### src/hdl/arp_pkg.sv
package arp_pkg;

  localparam int unsigned MaxRects   = 64;
  localparam int unsigned CoordBits  = 13;
  localparam int unsigned IdxBits    = $clog2(MaxRects);
  localparam int unsigned CntBits    = $clog2(MaxRects + 1);

  localparam logic [1:0] CfgAtlasWidth  = 2'd0;
  localparam logic [1:0] CfgAtlasHeight = 2'd1;
  localparam logic [1:0] CfgAddSpacing  = 2'd2;

  localparam logic OpPlace = 1'b0;
  localparam logic OpClear = 1'b1;

  typedef logic [CoordBits-1:0] coord_t;

  typedef struct packed {
    coord_t x;
    coord_t y;
    coord_t w;
    coord_t h;
  } box_t;

  // candidate spot broadcast down the chain
  typedef struct packed {
    logic   vld;
    logic   [IdxBits-1:0] anchor;
    coord_t x;
    coord_t y;
    coord_t w;
    coord_t h;
  } cand_t;

  function automatic logic boxes_overlap(box_t a, cand_t c);
    logic [CoordBits:0] ax2, ay2, cx2, cy2;
    begin
      ax2 = {1'b0, a.x} + {1'b0, a.w};
      ay2 = {1'b0, a.y} + {1'b0, a.h};
      cx2 = {1'b0, c.x} + {1'b0, c.w};
      cy2 = {1'b0, c.y} + {1'b0, c.h};
      boxes_overlap = ({1'b0, a.x} < cx2) && ({1'b0, c.x} < ax2) &&
                      ({1'b0, a.y} < cy2) && ({1'b0, c.y} < ay2);
    end
  endfunction

endpackage

### src/hdl/arp_cell.sv
// one store slot: holds a box and checks the broadcast candidate against it
module arp_cell (
  input  logic                              clk_i,
  input  logic                              rst_ni,
  input  logic [arp_pkg::IdxBits-1:0]       idx_i,
  input  logic                              clear_i,
  input  logic                              wr_i,
  input  arp_pkg::box_t                     wr_box_i,
  input  logic                              shift_i,
  input  arp_pkg::box_t                     prev_box_i,
  input  logic                              prev_vld_i,
  input  arp_pkg::cand_t                    cand_i,
  output arp_pkg::box_t                     box_o,
  output logic                              vld_o,
  output logic                              hit_o
);

  arp_pkg::box_t box_q;
  logic          vld_q;

  // the valid bit travels with its box around the ring
  always_ff @(posedge clk_i or negedge rst_ni) begin
    if (!rst_ni) begin
      vld_q <= 1'b0;
    end else if (clear_i) begin
      vld_q <= 1'b0;
    end else if (wr_i) begin
      vld_q <= 1'b1;
    end else if (shift_i) begin
      vld_q <= prev_vld_i;
    end
  end

  // rotate ring: each slot hands its box to the neighbor while scanning
  always_ff @(posedge clk_i) begin
    if (wr_i) begin
      box_q <= wr_box_i;
    end else if (shift_i) begin
      box_q <= prev_box_i;
    end
  end

  assign box_o = box_q;
  assign vld_o = vld_q;
  assign hit_o = vld_q && cand_i.vld && (cand_i.anchor != idx_i) &&
                 arp_pkg::boxes_overlap(box_q, cand_i);

endmodule

### config.mk
export PLATFORM = sky130hd
export DESIGN_NAME = arp_cell
export DESIGN_NICKNAME = d
export VERILOG_FILES = /design/src/hdl/arp_pkg.sv /design/src/hdl/arp_cell.sv
export SDC_FILE = /design/constraint.sdc
export NUM_CORES = 1
export LEC_CHECK = 0
export BUFFER_PORTS_ARGS = -buffer_cell sky130_fd_sc_hd__buf_2
export CELL_PAD_IN_SITES_DETAIL_PLACEMENT = 2
export CELL_PAD_IN_SITES_GLOBAL_PLACEMENT = 2
export CORE_ASPECT_RATIO = 1.25
export CORE_UTILIZATION = 31
export CTS_CLUSTER_DIAMETER = 60
export DETAILED_ROUTE_END_ITERATION = 6
export HOLD_SLACK_MARGIN = 0.03
export PLACE_DENSITY = 0.93
export SLEW_MARGIN = 10
export SYNTH_ARGS = -nofsm -noshare
export SYNTH_HDL_FRONTEND = slang
export SYNTH_SLANG_ARGS = --single-unit
### constraint.sdc
create_clock -name clk_i -period 16.8 [get_ports clk_i]
set_clock_uncertainty 0.05 [all_clocks]
set_input_delay 5.04 -clock clk_i [delete_from_list [all_inputs] [get_ports clk_i]]
set_output_delay 5.04 -clock clk_i [all_outputs]
set_load 0.02 [all_outputs]
# Word-level counts from Yosys, hierarchy flattened
# Index checks and enable logic that the tools add are counted.
[word_totals]
romBits = 0
ramBits = 0
out_inout_bits = 54
memories = 0
elab_cells = 27
register_bits = 53
latchBits = 0
[op_classes]
div = 0
n_shift = 0
n_eq_ne = 1
mul = 0
reduce_logical = 8
bitwise_logic = 0
n_lt_le_gt_ge = 4
n_addsub = 4
n_mux = 5
[ops]
columns = ["cell", "count"]
rows = [
  ["2-to-1 mux 52 bit", 2],
  ["adder 13 x 13 -> 14 bit", 4],
  ["less-than comparator 13 x 14 -> 1 bit", 4],
  ["logical AND 1 bit", 6],
  ["!= test 6 bit", 1],
  ["2-to-1 mux 1 bit", 3],
  ["nonzero test 3 bit", 1],
  ["nonzero test 2 bit", 1],
]

# Longest topological paths before layout
# Gate-level depths: netlist (run 1).
[logic_depth]
word_depth = 6
ltp_mapped = 17

# Worst setup path after synthesis (run 1)
# Ideal clock, no wire load.
[synth_timing]
kind = "input to output"
startpoint = "input port cand_i[13] (netlist bit)"
endpoint = "output port hit_o"
arrival_time_ns = 8.530
path_buffers = 0
path_slack_ns = 3.180
path_stages = 16
required_time_ns = 11.710
path_cell_list = "ha_1 -> fa_1 -> a21o_1 -> a21oi_1 -> o21bai_1 -> a21oi_1 -> o21bai_1 -> nor4b_1 -> nor3_1 -> ha_1 -> o21a_1 -> o21ai_0 -> a2111oi_0 -> or3_1 -> a31oi_1 -> nor4bb_1"
[synth_via]
elab_chain_len = 6
[synth_lines]
columns = ["item", "line_no", "text"]
rows = [
  ["start, declared", "arp_cell.sv:12", "input arp_pkg::cand_t cand_i,"],
  ["adder 13 x 13 -> 14 bit", "arp_pkg.sv:39", "cx2 = {1'b0, c.x} + {1'b0, c.w};"],
  ["less-than comparator 13 x 14 -> 1 bit", "arp_pkg.sv:41", "boxes_overlap = ({1'b0, a.x} < cx2) && ({1'b0, c.x} < ax2) &&"],
  ["logical AND 1 bit (2 in a row)", "arp_pkg.sv:41", ""],
  ["logical AND 1 bit", "arp_pkg.sv:42", "({1'b0, a.y} < cy2) && ({1'b0, c.y} < ay2);"],
  ["logical AND 1 bit", "arp_cell.sv:45", "assign hit_o = vld_q && cand_i.vld && (cand_i.anchor != idx_i) &&"],
  ["end, declared", "arp_cell.sv:15", "output logic hit_o"],
]
# Every way passes these cells.

# Final worst setup path (run 1)
# Ends and elaborated chain as after synthesis.

==> results.cfg, run 1 <==
[cts]
clock_latency_ps = 300
cts_buffer_depth = 2
cts-root-buf = clkbuf_16
cts.sinks = 53
htreeDepth = 2
cts_hold_buf = 0
cts_made_buffers = 5
post_cts_resized = 0
clkTransAtPathRegs_ps = 70
postCtsSetupBuffers = 0
cts_tree = built

[timing]
rsz0062_at_grt = false
whs_ps = 658
post-route-period-util_pct = 83.0
tns_ps = 0
fin_crit_ps = 13940
finalHoldViolCount = 0
fmax_mhz = 71.8
setup_viol = 0
worst_slew_pin_slew_ps = 745
maxSlewViolCount = 0
worst_slew_margin_rel_pct = 50.3

[logic_synthesis]
async_flop_share_pct = 1.89
yosys_most_used_dff = edfxtp_1
syn_area_um2 = 5480
synth_nets = 817
ys_seq_area_share_pct = 28.9
yosys_warnings = 0
synth_compound_area_share_pct = 15.1
synth_fa_ha_area_share_pct = 24.3
synth-seq-cells = 53
syn_avg_cell_area_um2 = 10.2
synth_top_family_by_area = adder cells
synthMuxAreaShare_pct = 10.9
synth-simple-area-share_pct = 11.8
synth_edf_count = 52
ys_types = 55
syn_inst = 538
synth_xor_area_share_pct = 7.19

[floorplanning]
dieArea_um2 = 18200
die_x_um = 121
rows = 54
core_um2 = 17400
die_h_um = 151
start_util_pct = 31.6
io_pins = 229

[global_routing]
grt_pass1_wl_um = 30400
grt_max_degree = 55
overflow = 0
track_usage_pct = 22.1
antenna_found_initial = 0
grt_pass1_vias = 5976

[drt]
ant_nets = 0
drt_iter0_drc = 132
wl_per_cell_um = 20.0
dr_total_vias = 5224
drc = 0
dr.pass1.iters = 4
via_per_inst = 5.26
drt-total-wl_um = 19800

[cells_and_area]
fillCellCount = 1935
syn2layout_area_growth_pct = 28.9
final_cells = 994
utilization_pct = 40.7
num_antenna_cells = 0
layout-drive-gt1-share_pct = 39.2
fin_nets = 1048

[critical_path]
critPathKind = input pin to output pin
path_cells = buf_2, ha_1, fa_1, a21o_1, a21oi_1, o21bai_1, a21oi_1, o21bai_1, nor4b_1, nor3_1, ha_1, o21a_1, o21ai_0, a2111oi_0, or3_1, a31oi_1, nor4bb_1, buf_2
path_delay_family = compound AO/OA/AOI/OAI gates
crit_path_max_incr_delay_ps = 420
end_kind = output pin
crit_required_ps = 11710
slowest_stage = fa_1
crit_buf_inv = 2
arrival_ps = 8850
crit_path_start_kind = input pin
critPathMaxFanout = 5

[placement]
hpwl_um = 17100
io_buffers = 228
gp_congestion = 0.811
post-place-cells = 986

[min_path]
min_path_type = flop to flop

[pwr]
seqPwrFrac_pct = 28.9
switching_share_pct = 39.9
ir_drop_uv = 40.8
power_frac_clock_pct = 20.0
internal-power_w = 0.000372
power_switching_w = 0.000247
p_per_area_nw_per_um2 = 87.7
total_power_w = 0.000619
combPwrFrac_pct = 51.1
p_leak_nw = 3.32

[outcome]
run_status = finished, final reports clean

[run]
max-cap-violations = 0
-- metal layers --
| layer | track usage (%) | vias to the layer above | routed length (um) |
|---|---|---|---|
| met2 | 42.2 | 158 | 10700 |
| met5 | 0 | - | 0 |
| li1 | - | 2505 | - |
| met3 | 4.05 | 43 | 869 |
| met1 | 23.6 | 2518 | 7600 |
| met4 | 8.77 | 0 | 677 |
-- kinds of logic (layout without fill, tap and decap cells) --
| group | count (synthesis) | after routing |
|---|---|---|
| AND/OR/NAND/NOR | 133 | 133 |
| flip-flops | 53 | 53 |
| XOR/XNOR | 45 | 45 |
| AO/OA/AOI/OAI | 123 | 123 |
| multiplexers | 53 | 53 |
| buffers and inverters | 27 | 259 |
| adder cells (fa/ha/maj) | 104 | 104 |
-- worst reg2reg max path: cells and delay by family, from the launching register on --
family | cells | cell delay, ps
flip-flops | 1 | 400
AND/OR/NAND/NOR | 2 | 200
AO/OA/AOI/OAI | 1 | 200
-- path summary, 6_finish.rpt --
check | depth (start not counted) | startpoint | slack (ps) | end
worst max-delay path | 18 | cand_i[13] | 2860 | hit_o
worst min register to register | 3 | vld_o | 660 | vld_o
worst max register to register | 3 | vld_o | 15830 | vld_o
worst min-delay path | 3 | vld_o | 660 | vld_o
max in group asynchronous | 1 | rst_ni | 12170 | vld_o
min in group asynchronous | 1 | rst_ni | 4450 | vld_o
-- cell type report --
type / count / area [um2] / area share [%]
timing repair buffer: 230 / 1160 / 16.4
sequential: 53 / 1590 / 22.5
multi-input combinational: 458 / 3790 / 53.7
inverter: 21 / 78.8 / 1.12
clock inverter: 2 / 38.8 / 0.549
clock buffer: 6 / 129 / 1.82
tap: 224 / 280 / 3.97
-- registers in the layout, indices dropped and copies added, names as in the netlist --
name and flops:
vld_o 1, box_o 52
-- cells in the mapped netlist (3+ instances only) --
cell type | count | area share (%)
nand4_1 | 4 | 0.46
nand3_1 | 9 | 0.82
a21oi_1 | 28 | 2.6
o21bai_1 | 5 | 0.68
o211ai_1 | 4 | 0.55
nand2_1 | 26 | 1.8
nor2_1 | 42 | 2.9
nor3_1 | 21 | 1.9
o31ai_1 | 3 | 0.41
nor2b_1 | 7 | 0.80
a21o_1 | 9 | 1.2
inv_1 | 21 | 1.4
or2_2 | 4 | 0.46
ha_1 | 100 | 23
o21ai_1 | 3 | 0.27
xor2_1 | 28 | 4.5
clkbuf_1 | 3 | 0.21
edfxtp_1 | 52 | 28
a31oi_1 | 5 | 0.57
fa_1 | 4 | 1.5
xnor2_1 | 17 | 2.7
buf_1 | 3 | 0.21
o21a_1 | 7 | 0.96
a21oi_2 | 3 | 0.48
nand2b_1 | 6 | 0.68
a211oi_1 | 8 | 1.1
o21ai_0 | 27 | 2.5
mux2_2 | 52 | 11
-- placed cells by master, fill, tap and decap left out, types with 4 or more instances in the layout --
master,netlist,routed
o211ai_1,4,4
o21a_1,7,7
a21oi_1,28,28
nor2b_1,7,7
clkbuf_16,0,5
o21bai_1,5,5
nand2b_1,6,6
o21ai_0,27,27
a21o_1,9,9
buf_2,0,228
ha_1,100,100
fa_1,4,4
a211oi_1,8,8
nor3_1,21,21
nand4_1,4,4
mux2_2,52,52
nor2_1,42,42
xnor2_1,17,17
edfxtp_1,52,52
nand3_1,9,9
inv_1,21,21
a31oi_1,5,5
xor2_1,28,28
or2_2,4,4
nand2_1,26,26
-- metrics by stage --
step | setup slack (ps) | instance area (um2)
6_report | 2860 | 7060
5_1_grt | 2500 | 7060
4_1_cts | 2860 | 7060
3_5_place_dp | 2890 | 6900
3_3_place_gp | 3010 | 6900
2_1_floorplan | 3180 | 5480
-- power groups by stage --
stage	logic, W	clock network [W]	registers (W)
after CTS	0.000320	0.000127	0.000179
after floorplan	0.000194	0	0.000193
final	0.000316	0.000124	0.000179
after detailed placement	0.000316	0	0.000182
after global placement	0.000292	0	0.000181
after global routing	0.000355	0.000131	0.000181
No activity file was read; power rests on OpenSTA's default activity.
==> run 2: changes to the inputs <==
--- a/config.mk
+++ b/config.mk
@@ -5,15 +5,16 @@
 export SDC_FILE = /design/constraint.sdc
 export NUM_CORES = 1
 export LEC_CHECK = 0
+export ABC_AREA = 1
 export BUFFER_PORTS_ARGS = -buffer_cell sky130_fd_sc_hd__buf_2
 export CELL_PAD_IN_SITES_DETAIL_PLACEMENT = 2
 export CELL_PAD_IN_SITES_GLOBAL_PLACEMENT = 2
 export CORE_ASPECT_RATIO = 1.25
-export CORE_UTILIZATION = 31
+export CORE_UTILIZATION = 24
 export CTS_CLUSTER_DIAMETER = 60
 export DETAILED_ROUTE_END_ITERATION = 6
 export HOLD_SLACK_MARGIN = 0.03
-export PLACE_DENSITY = 0.93
+export PLACE_DENSITY = 0.83
 export SLEW_MARGIN = 10
 export SYNTH_ARGS = -nofsm -noshare
 export SYNTH_HDL_FRONTEND = slang
==> constraint.sdc (replaced) <==
create_clock -name clk_i -period 12.2 [get_ports clk_i]
set_clock_uncertainty 0.05 [all_clocks]
set_input_delay 3.66 -clock clk_i [delete_from_list [all_inputs] [get_ports clk_i]]
set_output_delay 3.66 -clock clk_i [all_outputs]
set_load 0.02 [all_outputs]
==> results.cfg, run 2 <==
[floorplanning]
die_h_um = 175
rows = 63
dieArea_um2 = 24600
core_um2 = 23600
die_x_um = 141
io_pins = 229
start_util_pct = 24.4

[cells_and_area]
syn2layout_area_growth_pct = 28.8
layout-drive-gt1-share_pct = 25.8
final_common_cell = nand2_1
fin_nets = 1268
final_cell_mix = nand2_1, buf_2, ha_1, inv_1, a21oi_1
largest_reg_flops = 52
final_area_um2 = 7420

[drt]
drt-total-wl_um = 21800
ant_nets = 0
dr_total_vias = 6112
wl_per_cell_um = 16.9
via_per_inst = 4.76
drt_iter0_drc = 113
drc = 0
dr.pass1.iters = 4

[critical_path]
critPathMaxFanout = 3
crit_required_ps = 8490
reg2reg_from = vld_o
worstSetupEndpoint = hit_o
rr_worst_depth = 2
rr_endpoint = vld_o
crit_start = cand_i[39]
end_kind = output pin
crit_path_start_kind = input pin
reg2reg_slack_ps = 11430
critPathKind = input pin to output pin
arrival_ps = 6570

[timing]
worst_slew_margin_rel_pct = 32.1
post-route-period-util_pct = 84.2
fin_ws_ps = 1920
setup_viol = 0
worst_slew_pin_slew_ps = 1020
whs_ps = 540
maxSlewViolCount = 0
fin_crit_ps = 10280
finalHoldViolCount = 0
tns_ps = 0
rsz0062_at_grt = false
fmax_mhz = 97.3

[pwr]
p_leak_nw = 4.01
ir_drop_uv = 56.6
p_per_area_nw_per_um2 = 117

[cts]
cts_made_buffers = 5
post_cts_resized = 0
clock_latency_ps = 310
cts_buffer_depth = 2
cts_hold_buf = 0
cts.sinks = 53
clkTransAtPathRegs_ps = 80
htreeDepth = 2
postCtsSetupBuffers = 0
cts-root-buf = clkbuf_16
cts_tree = built

[logic_synthesis]
synth_top_cells_by_area = edfxtp_1, ha_1, nand2_1
synth_top_area_share_pct = 27.1
synth_top_area_cell = edfxtp_1
ys_seq_area_share_pct = 27.5
synth_edf_count = 52
synth_nets = 1042
synth.top_cells.by_count = nand2_1, ha_1, inv_1
synth-seq-cells = 53
syn_inst = 763
syn_avg_cell_area_um2 = 7.55
ys_types = 29
syn_area_um2 = 5760
async_flop_share_pct = 1.89
yosysMostFrequentCell = nand2_1
yosys_warnings = 0
yosys_most_used_dff = edfxtp_1

[outcome]
run_status = finished, final reports clean

[global_routing]
grt_max_degree = 55
antenna_found_initial = 2
grt_pass1_wl_um = 34000
grt_pass1_vias = 6804
track_usage_pct = 17.8
overflow = 0

[placement]
placed_area_um2 = 7250
pre_cts_ws_ps = 1770
io_buffers = 228
gp_congestion = 0.819
hpwl_um = 18600

[min_path]
min_path_type = flop to flop

[run]
max-cap-violations = 0
run 2: changes by cell type in the layout (fill, tap and decap cells not counted), sizes merged, moves of 9 or more:
| cell | change |
|---|---|
| mux2 | -52 |
| a21oi | +27 |
| nor3 | -16 |
| nand4 | +9 |
| nand3 | +22 |
| o21ai | -16 |
| inv | +48 |
| nand2 | +264 |
run 2: routing by layer:
layer  share of wire [%]  wire length (um)  GRT usage (%)
met1                  37              8020           17.2
met2                  56             12200           37.2
met3                 4.9              1080           3.65
met4                 2.1               467           4.80
met5                   0                 0              0
run 2: report_power, final:
| part | switching (W) | leakage (nW) | internal, W |
|---|---|---|---|
| combinational | 0.000265 | 3.37 | 0.000180 |
| sequential | 0.0000230 | 0.548 | 0.000224 |
| clock | 0.0000805 | 0.0848 | 0.0000989 |
run 2: layout make-up:
cell class	instances	area, um2
Fill cell	2881	16200
Sequential cell	53	1590
Inverter	67	251
Multi-Input combinational cell	632	3890
Clock inverter	3	47.5
Clock buffer	5	125
Timing Repair Buffer	230	1160
Tap cell	292	365
Antenna cell	2	5.00
run 2: kinds of logic (layout without fill, tap and decap cells):
| logic type | count (synthesis) | count (layout) | share of synthesized area (%) |
|---|---|---|---|
| AO/OA/AOI/OAI | 101 | 101 | 9.81 |
| XOR/XNOR | 50 | 50 | 7.60 |
| adder cells (fa/ha/maj) | 104 | 104 | 23.1 |
| buffers and inverters | 78 | 305 | 5.08 |
| flip-flops | 53 | 53 | 27.5 |
| other | 0 | 2 | 0 |
| AND/OR/NAND/NOR | 377 | 377 | 26.9 |
run 2: how the worst min path moves through the flow:
stage	start	end	slack [ps]	cells past startpoint
after floorplan	vld_o	vld_o	590	2
after global placement	vld_o	vld_o	530	2
after detailed placement	vld_o	vld_o	530	2
after CTS	vld_o	vld_o	540	2
after global routing	vld_o	vld_o	570	2
final	vld_o	vld_o	540	2
run 2: worst max-delay path, cell delays in order:
cell     delay (ps)
buf_2           110
ha_1            210
fa_1            420
nand3_1         110
nand2_1         100
nand3_1          90
nand2_1          90
nand3_1          80
nand2_1          90
a31oi_1         200
xor2_1          190
ha_1            250
nand3_1          80
inv_1            40
nand3_1          90
nor2_1           60
nor2_1           90
nand2_1          50
nor2_1          160
nand3_1         130
nor2_1          100
buf_2           170
run 2: metrics by stage:
| step | util [%] | power (W) | std cells |
|---|---|---|---|
| after floorplan | - | 0.000548 | 763 |
| after global placement | 30.6 | 0.000684 | 1274 |
| after detailed placement | 30.6 | 0.000709 | 1274 |
| after CTS | 31.4 | 0.000895 | 1282 |
| after global routing | 31.4 | 0.000952 | 1283 |
| final | 31.4 | 0.000872 | 1284 |
